`config.mk`:
```
export PLATFORM = sky130hd
export DESIGN_NAME = hrms_cell
export DESIGN_NICKNAME = d
export VERILOG_FILES = /design/src/rtl/hrms_pkg.sv /design/src/rtl/hrms_cell.sv
export SDC_FILE = /design/constraint.sdc
export NUM_CORES = 1
export LEC_CHECK = 0
export ABC_AREA = 1
export BUFFER_PORTS_ARGS = -buffer_cell sky130_fd_sc_hd__buf_2
export CORE_MARGIN = 2
export CORE_UTILIZATION = 46
export DETAILED_ROUTE_END_ITERATION = 6
export PLACE_DENSITY = 0.91
export SETUP_SLACK_MARGIN = 0.15
export SYNTH_ARGS = -nofsm -noshare
export SYNTH_HDL_FRONTEND = slang
export SYNTH_SLANG_ARGS = --single-unit
```
`constraint.sdc`:
```
create_clock -name i_clk -period 3.3 [get_ports i_clk]
set_input_delay 0.33 -clock i_clk [delete_from_list [all_inputs] [get_ports i_clk]]
set_output_delay 0.33 -clock i_clk [all_outputs]
set_load 0.02 [all_outputs]
```
`src/rtl/hrms_pkg.sv`:
```
`timescale 1ns / 1ps
`default_nettype none

package hrms_pkg;

    localparam int DATA_W = 32;

    typedef enum logic [0:0] {
        ST_LOAD,
        ST_DRAIN
    } t_state;

    typedef struct packed {
        logic                     valid;
        logic                     gt;
        logic signed [DATA_W-1:0] value;
    } t_slot;

    typedef struct packed {
        logic ins;
        logic shift;
    } t_cell_ctl;

endpackage

`default_nettype wire

```
`src/rtl/hrms_cell.sv`:
```
`timescale 1ns / 1ps
`default_nettype none

module hrms_cell
    import hrms_pkg::*;
(
    input  wire logic                     i_clk,
    input  wire logic                     i_rst_n,
    input  wire t_cell_ctl                i_ctl,
    input  wire logic signed [DATA_W-1:0] i_x,
    input  wire t_slot                    i_prev,
    input  wire t_slot                    i_next,
    output t_slot                         o_slot
);

    logic                     r_valid;
    logic signed [DATA_W-1:0] r_value;
    logic                     w_gt;

    // An empty cell counts as larger than any incoming item.
    assign w_gt   = !r_valid || (r_value > i_x);
    assign o_slot = '{valid: r_valid, gt: w_gt, value: r_value};

    always_ff @(posedge i_clk) begin
        if (!i_rst_n) begin
            r_valid <= 1'b0;
        end else if (i_ctl.ins) begin
            if (w_gt) begin
                r_valid <= r_valid | i_prev.valid;
            end
        end else if (i_ctl.shift) begin
            r_valid <= i_next.valid;
        end
    end

    always_ff @(posedge i_clk) begin
        if (i_ctl.ins) begin
            if (w_gt) begin
                if (i_prev.gt) begin
                    r_value <= i_prev.value;
                end else begin
                    r_value <= i_x;
                end
            end
        end else if (i_ctl.shift) begin
            r_value <= i_next.value;
        end
    end

endmodule

`default_nettype wire

```
==> results of run 1 <==
-- worst max-delay path: cells and delay by family (launching register included) --
family / cells / cell delay (ps)
buffers and inverters: 1 / 390
and+or+nand+nor: 11 / 980
adders and majority gates: 1 / 360
DFF: 1 / 390
-- metrics by stage --
stage | power (mW) | instances | setup WS, ps
after global routing | 1.39 | 537 | 587
after CTS | 1.32 | 537 | 801
after global placement | 0.981 | 529 | 794
final | 1.31 | 537 | 836
after detailed placement | 1.00 | 529 | 758
after floorplan | 0.837 | 335 | 549
-- synthesized netlist by cell type (2+ instances only) --
master    number  area, sq um
nand3_1        2         10.0
inv_2          3         11.3
a21oi_1       12         60.1
nor2_1        40          150
clkbuf_1      12         45.0
nand4_1        3         18.8
nor2_2         3         18.8
o21ai_0       24          120
edfxtp_1      32          961
nand3_2        3         30.0
o21a_2         2         17.5
o21ai_1       42          210
nand2_2        3         18.8
buf_4          2         15.0
inv_1         41          154
ha_1          32          400
nand2_1       71          267
-- per-layer routing --
layer | vias to the layer above | share of wire [%] | GRT usage [%]
met1 | 1277 | 41 | 27.1
li1 | 1369 | - | -
met2 | 108 | 52 | 42.9
met5 | - | 0 | 0
met4 | 0 | 1.4 | 7.76
met3 | 8 | 5.4 | 3.41
-- final cells by class --
type | count | area (sq um)
fill | 517 | 2080
multi-input combinational | 242 | 1370
sequential | 33 | 981
timing repair buffer | 137 | 688
inverter | 45 | 176
clock buffer | 8 | 90.1
tap | 72 | 90.1
-- cell usage in the layout, fill, tap and decap left out, types with 3 or more instances in the layout --
| master | Yosys | routed |
|---|---|---|
| a21oi_1 | 12 | 12 |
| buf_2 | 0 | 136 |
| clkbuf_8 | 0 | 6 |
| edfxtp_1 | 32 | 32 |
| ha_1 | 32 | 32 |
| inv_1 | 41 | 41 |
| inv_2 | 3 | 3 |
| nand2_1 | 71 | 71 |
| nand2_2 | 3 | 3 |
| nand3_2 | 3 | 3 |
| nand4_1 | 3 | 3 |
| nor2_1 | 40 | 40 |
| nor2_2 | 3 | 3 |
| o21ai_0 | 24 | 24 |
| o21ai_1 | 42 | 42 |
-- how the worst max path moves through the flow --
| stage | from | end | cells after the start |
|---|---|---|---|
| after floorplan | r_value[31]$_DFFE_PP_ | r_value[0]$_DFFE_PP_ | 12 |
| after CTS | r_value[31]$_DFFE_PP_ | r_value[16]$_DFFE_PP_ | 13 |
| after global placement | i_x[23] | r_value[15]$_DFFE_PP_ | 15 |
| after detailed placement | i_x[23] | r_value[12]$_DFFE_PP_ | 15 |
| final | r_value[31]$_DFFE_PP_ | r_value[16]$_DFFE_PP_ | 13 |
| after global routing | r_value[23]$_DFFE_PP_ | r_value[18]$_DFFE_PP_ | 13 |
-- sequential cells by signal, indices dropped and copies added (netlist names) --
register and flops:
r_valid 1, r_value 32
-- power breakdown --
part / switching [mW] / total (mW) / internal (mW)
registers: 0.0271 / 0.551 / 0.524
clock network: 0.149 / 0.319 / 0.170
logic: 0.269 / 0.443 / 0.173
-- logic make-up after synthesis --
group	count (synthesis)	synth area share, %
buffers and inverters	60	9.54
and+or+nand+nor	127	20.4
AOI/OAI and AO/OA	83	16.9
adders and majority gates	32	15.4
DFF	33	37.8
==> results.yml, run 1 <==
status:
  outcome: "completed"
critical_path:
  cp_slowest_cell: "edfxtp_1"
  required_ps: 3220
  crit_path_cell_trace: "ha_1 > nand2_1 > nor2_2 > nand2_2 > nor2_2 > nand2_1 > nand2_1 > nand2_1 > nand2_1 > nand2_2 > nand3_2 > and2_1 > buf_4"
  path_common_cell: "nand2_1"
  worstPathArrival_ps: 2390
  critPathCaptureType: "flop"
  r2r-start: "r_value[31]$_DFFE_PP_"
  start_kind: "flop"
  r2r_slack_ps: 840
  slowest_delay_ps: 390
  crit_type: "flop to flop"
  r2r_cells: 13
  cp_max_fo: 32
  r2r_end: "r_value[16]$_DFFE_PP_"
synthesis:
  syn_avg_cell_area_sq_um: 7.75
  synth_cells: 335
  yosysSeqAreaShare_pct: 37.8
  synth-edff-count: 32
  synth_cell_types: 25
  synth_top_flop_cell: "edfxtp_1"
  synth_nets: 471
  yosys_register_bits: 33
  synthesis.area_sq_mm: 0.00260
  ys_warn_count: 0
  async_reset_ff_share_pct: 0
power_and_ir_drop:
  p_per_area_mw_per_mm2: 387
  p_leak_nw: 1.80
  max-vdd-ir-drop_uv: 202
worst_hold_path:
  hold_class: "primary input to flop"
  hold_start: "i_next[28]"
  min_to: "r_value[28]$_DFFE_PP_"
  min_delay_path_depth: 3
layout:
  antenna_cells: 0
  final_cell_area_sq_mm: 0.00339
  syn_to_final_growth_pct: 30.7
  final_core_util_pct: 62.0
  drive_above_1_share_pct: 34.4
  nets: 600
sta:
  timing.hold.ws_ps: 338
  timing.fmax_mhz: 406
  period_share_pct: 74.7
  tightestPinTransition_ps: 699
  finalHoldViolCount: 0
  finalSetupViolCount: 0
  fin_crit_ps: 2460
  setup_tns_ps: 0
  finalClockSkew_ps: 5.73
  slew_headroom_pct: 53.4
  rsz0062_at_grt: "no"
  report.final.slew_viol_count: 0
grt:
  grt_use_total_pct: 23.1
  grt_overflow: 0
  grt_pass1_vias: 2682
  grt_pass1_wl_mm: 11.6
  grt_max_degree: 37
  antenna_found_initial: 0
detailed_routing:
  wl_mm: 7.30
  vias: 2762
  post_drt_wl_per_cell_um: 13.6
  firstDrtPassIters: 4
  drc: 0
  via_per_inst: 5.14
  drt_iter0_drc: 126
  ant_nets: 0
placed_design:
  io_buffers: 136
  placed_cell_area_sq_mm: 0.00330
  place_congestion: 0.841
  place_hpwl_mm: 5.51
clock_network:
  cts_root_buf: "clkbuf_8"
  clock_sinks: 33
  ctsResizeCount: 0
  tritoncts: "done"
  h-tree-depth: 2
  cts_hold_buf: 0
  cts_made_buffers: 5
  clk_pin_slew_worst_paths_ps: 70
  clock_path_buffers: 2
  clkLatencyLatePin_ps: 280
  post-cts-setup-buffer-count: 0
die:
  num_rows: 27
  die-area_sq_mm: 0.00626
  die_w_um: 79.1
  core_sq_mm: 0.00547
  die_h_um: 79.1
  initial_core_util_pct: 47.4
  ios: 138
flow_run:
  cap_violations: 0
Power figures use the tool's default switching activity.
==> run 2: changes to the inputs <==
--- a/config.mk
+++ b/config.mk
@@ -5,12 +5,12 @@
 export SDC_FILE = /design/constraint.sdc
 export NUM_CORES = 1
 export LEC_CHECK = 0
-export ABC_AREA = 1
+export ABC_AREA = 0
 export BUFFER_PORTS_ARGS = -buffer_cell sky130_fd_sc_hd__buf_2
 export CORE_MARGIN = 2
-export CORE_UTILIZATION = 46
+export CORE_UTILIZATION = 41
 export DETAILED_ROUTE_END_ITERATION = 6
-export PLACE_DENSITY = 0.91
+export PLACE_DENSITY = 0.87
 export SETUP_SLACK_MARGIN = 0.15
 export SYNTH_ARGS = -nofsm -noshare
 export SYNTH_HDL_FRONTEND = slang
==> constraint.sdc (replaced) <==
create_clock -name i_clk -period 2.15 [get_ports i_clk]
set_input_delay 0.215 -clock i_clk [delete_from_list [all_inputs] [get_ports i_clk]]
set_output_delay 0.215 -clock i_clk [all_outputs]
set_load 0.02 [all_outputs]
==> results.yml, run 2 <==
sta:
  fin_crit_ps: 2940
  tightestPinTransition_ps: 452
  report.final.slew_viol_count: 0
  period_share_pct: 137
  fin_ws_ps: -787
  timing.hold.ws_ps: 174
  slew_headroom_pct: 69.1
  rsz0062_at_grt: "yes"
  finalClockSkew_ps: 3.67
  setup_tns_ps: -25420
  finalSetupViolCount: 33
  timing.fmax_mhz: 340
  finalHoldViolCount: 0
grt:
  grt_pass1_wl_mm: 10.8
  grt-busiest-layer: "met2"
  antenna_found_initial: 0
  grt_overflow: 0
  met2_usage_pct: 39.6
  grt_use_met1_pct: 22.8
  grt_max_degree: 28
  grt_pass1_vias: 2503
  grt_use_total_pct: 21.0
  grt.met3_usage_pct: 5.11
layout:
  final_core_util_pct: 63.7
  final_common_cell: "buf_2"
  regArea_sq_um: 981
  final_cells: 505
  mostFrequentLayoutCells: "buf_2 (135), a21oi_1 (44), inv_1 (35)"
  drive_above_1_share_pct: 45.3
  reg_top3: "r_value x32, r_valid x1"
  antenna_cells: 0
  fillers: 488
  largest_reg_flops: 32
  syn_to_final_growth_pct: 49.9
  nets: 565
  largest-register: "r_value"
  multiInputGateArea_sq_mm: 0.00146
critical_path:
  slowest_delay_ps: 560
  crit_type: "flop to flop"
  worstPathArrival_ps: 2940
  required_ps: 2150
  cp_slowest_cell: "or4_4"
  critPathCaptureType: "flop"
  crit_path_cell_trace: "ha_1 > nand4_1 > buf_4 > a21oi_2 > or4b_4 > or4_4 > a41oi_4 > buf_6 > buf_12"
  start_kind: "flop"
  cp_max_fo: 16
die:
  die-area_sq_mm: 0.00678
  ios: 138
  die_w_um: 82.3
  num_rows: 28
  die_h_um: 82.3
  core_sq_mm: 0.00592
  initial_core_util_pct: 42.5
power_and_ir_drop:
  p_per_area_mw_per_mm2: 552
  max-vdd-ir-drop_uv: 323
  cell_internal_pwr_mw: 1.40
  p_leak_nw: 1.94
  power_frac_comb_pct: 37.5
  p_sw_share_pct: 32.6
  pwr-share-clk_pct: 22.1
  p_sw_mw: 0.679
  seq_power_share_pct: 40.4
synthesis:
  yosys_register_bits: 33
  async_reset_ff_share_pct: 0
  yosysTopAreaCellShare_pct: 38.2
  synth_top_flop_cell: "edfxtp_1"
  synth-edff-count: 32
  ys_warn_count: 0
  synth_area_leaders: "edfxtp_1 (38%), ha_1 (16%), mux2i_1 (13%), a21oi_1 (9.1%), inv_1 (5.2%)"
  yosysSeqAreaShare_pct: 39.0
  synth_cell_types: 28
  synth_commonest_cells: "a21oi_1 (46), inv_1 (35), nor2_1 (33)"
  yosys.area.top_type: "edfxtp_1"
  synthesis.area_sq_mm: 0.00252
  synth_nets: 401
  syn_avg_cell_area_sq_um: 9.49
  yosysMostFrequentCell: "a21oi_1"
  synth_cells: 265
clock_network:
  clk_pin_slew_worst_paths_ps: 70
  clock_path_buffers: 2
  clock_sinks: 33
  clkLatencyLatePin_ps: 280
  h-tree-depth: 2
  tritoncts: "done"
  cts_hold_buf: 0
  cts_made_buffers: 5
  cts_root_buf: "clkbuf_8"
detailed_routing:
  vias: 2523
  drt_iter0_drc: 107
  via_per_inst: 5.00
  ant_nets: 0
  post_drt_wl_per_cell_um: 14.0
  firstDrtPassIters: 4
  wl_mm: 7.05
  drc: 0
worst_hold_path:
  hold_class: "primary input to flop"
flow_run:
  cap_violations: 0
placed_design:
  place_congestion: 0.750
  detailedPlace.worstSlack_ps: -695
  placed_cells: 489
  io_buffers: 136
  place_hpwl_mm: 5.66
status:
  outcome: "finished, violations left"
  violations: "setup timing"
run 2: changes by cell type in the layout (fill, tap and decap cells not counted), moves of 7 or more:
cell | before | now
nor2_1 | 40 | 33
mux2i_1 | 0 | 32
a21oi_1 | 12 | 44
o21ai_1 | 42 | 0
o21ai_0 | 24 | 2
nand2_1 | 71 | 7
buf_4 | 1 | 28
run 2: area by class of cell:
cell class	instances	share of cell area, %
clock inverter	3	0.464
clock buffer	5	1.82
timing repair buffer	171	27.0
multi-input combinational	183	38.7
tap	75	2.49
inverter	35	3.48
sequential	33	26.0
run 2: logic make-up after synthesis:
group           after synthesis  synth area share, %
compound gates               58                 13.2
fa+ha+maj                    32                 15.9
buf+inv                      49                 7.61
flops                        33                 39.0
mux                          32                 12.7
simple gates                 61                 11.6
run 2: what timing repair did:
item | 4_1_cts | 5_1_grt
pin swaps | 4 | 2
endpoints found under the setup margin | 33 | 33
gates resized for setup | 14 | 4
gates cloned | 1 | 0
setup buffers | 6 | 1
run 2: worst paths after layout:
kind,startpoint,to,slack (ps),cells past startpoint
setup / recovery,r_value[29]$_DFFE_PP_,r_value[18]$_DFFE_PP_,-790,9
hold / removal,i_rst_n,r_valid$_SDFFE_PN0P_,170,2
setup reg to reg,r_value[29]$_DFFE_PP_,r_value[18]$_DFFE_PP_,-790,9
hold reg to reg,r_valid$_SDFFE_PN0P_,r_valid$_SDFFE_PN0P_,680,1
run 2: stage by stage:
| stage | cell area, sq um | total power, mW |
|---|---|---|
| 2_1_floorplan | 2540 | 1.23 |
| 3_3_place_gp | 3490 | 1.53 |
| 3_5_place_dp | 3490 | 1.56 |
| 4_1_cts | 3740 | 2.08 |
| 5_1_grt | 3770 | 2.21 |
| 6_report | 3770 | 2.08 |
run 2: power by group through the flow:
stage / clock network (mW) / logic (mW) / registers [mW]
after global placement: 0 / 0.687 / 0.844
after CTS: 0.469 / 0.773 / 0.840
after floorplan: 0 / 0.301 / 0.931
after detailed placement: 0 / 0.708 / 0.852
after global routing: 0.496 / 0.861 / 0.850
final: 0.461 / 0.780 / 0.841
run 2: critical path, delay by kind of cell, from the launching register on:
kind / cells / cell delay (ps)
compound gates: 2 / 250
fa+ha+maj: 1 / 310
buf+inv: 3 / 430
flops: 1 / 410
simple gates: 3 / 1240
run 2: layer usage:
layer / share of wire (%) / up-vias
met1: 39 / 1112
met3: 6.9 / 18
li1: - / 1282
met5: 0 / -
met2: 52 / 111
met4: 2.2 / 0
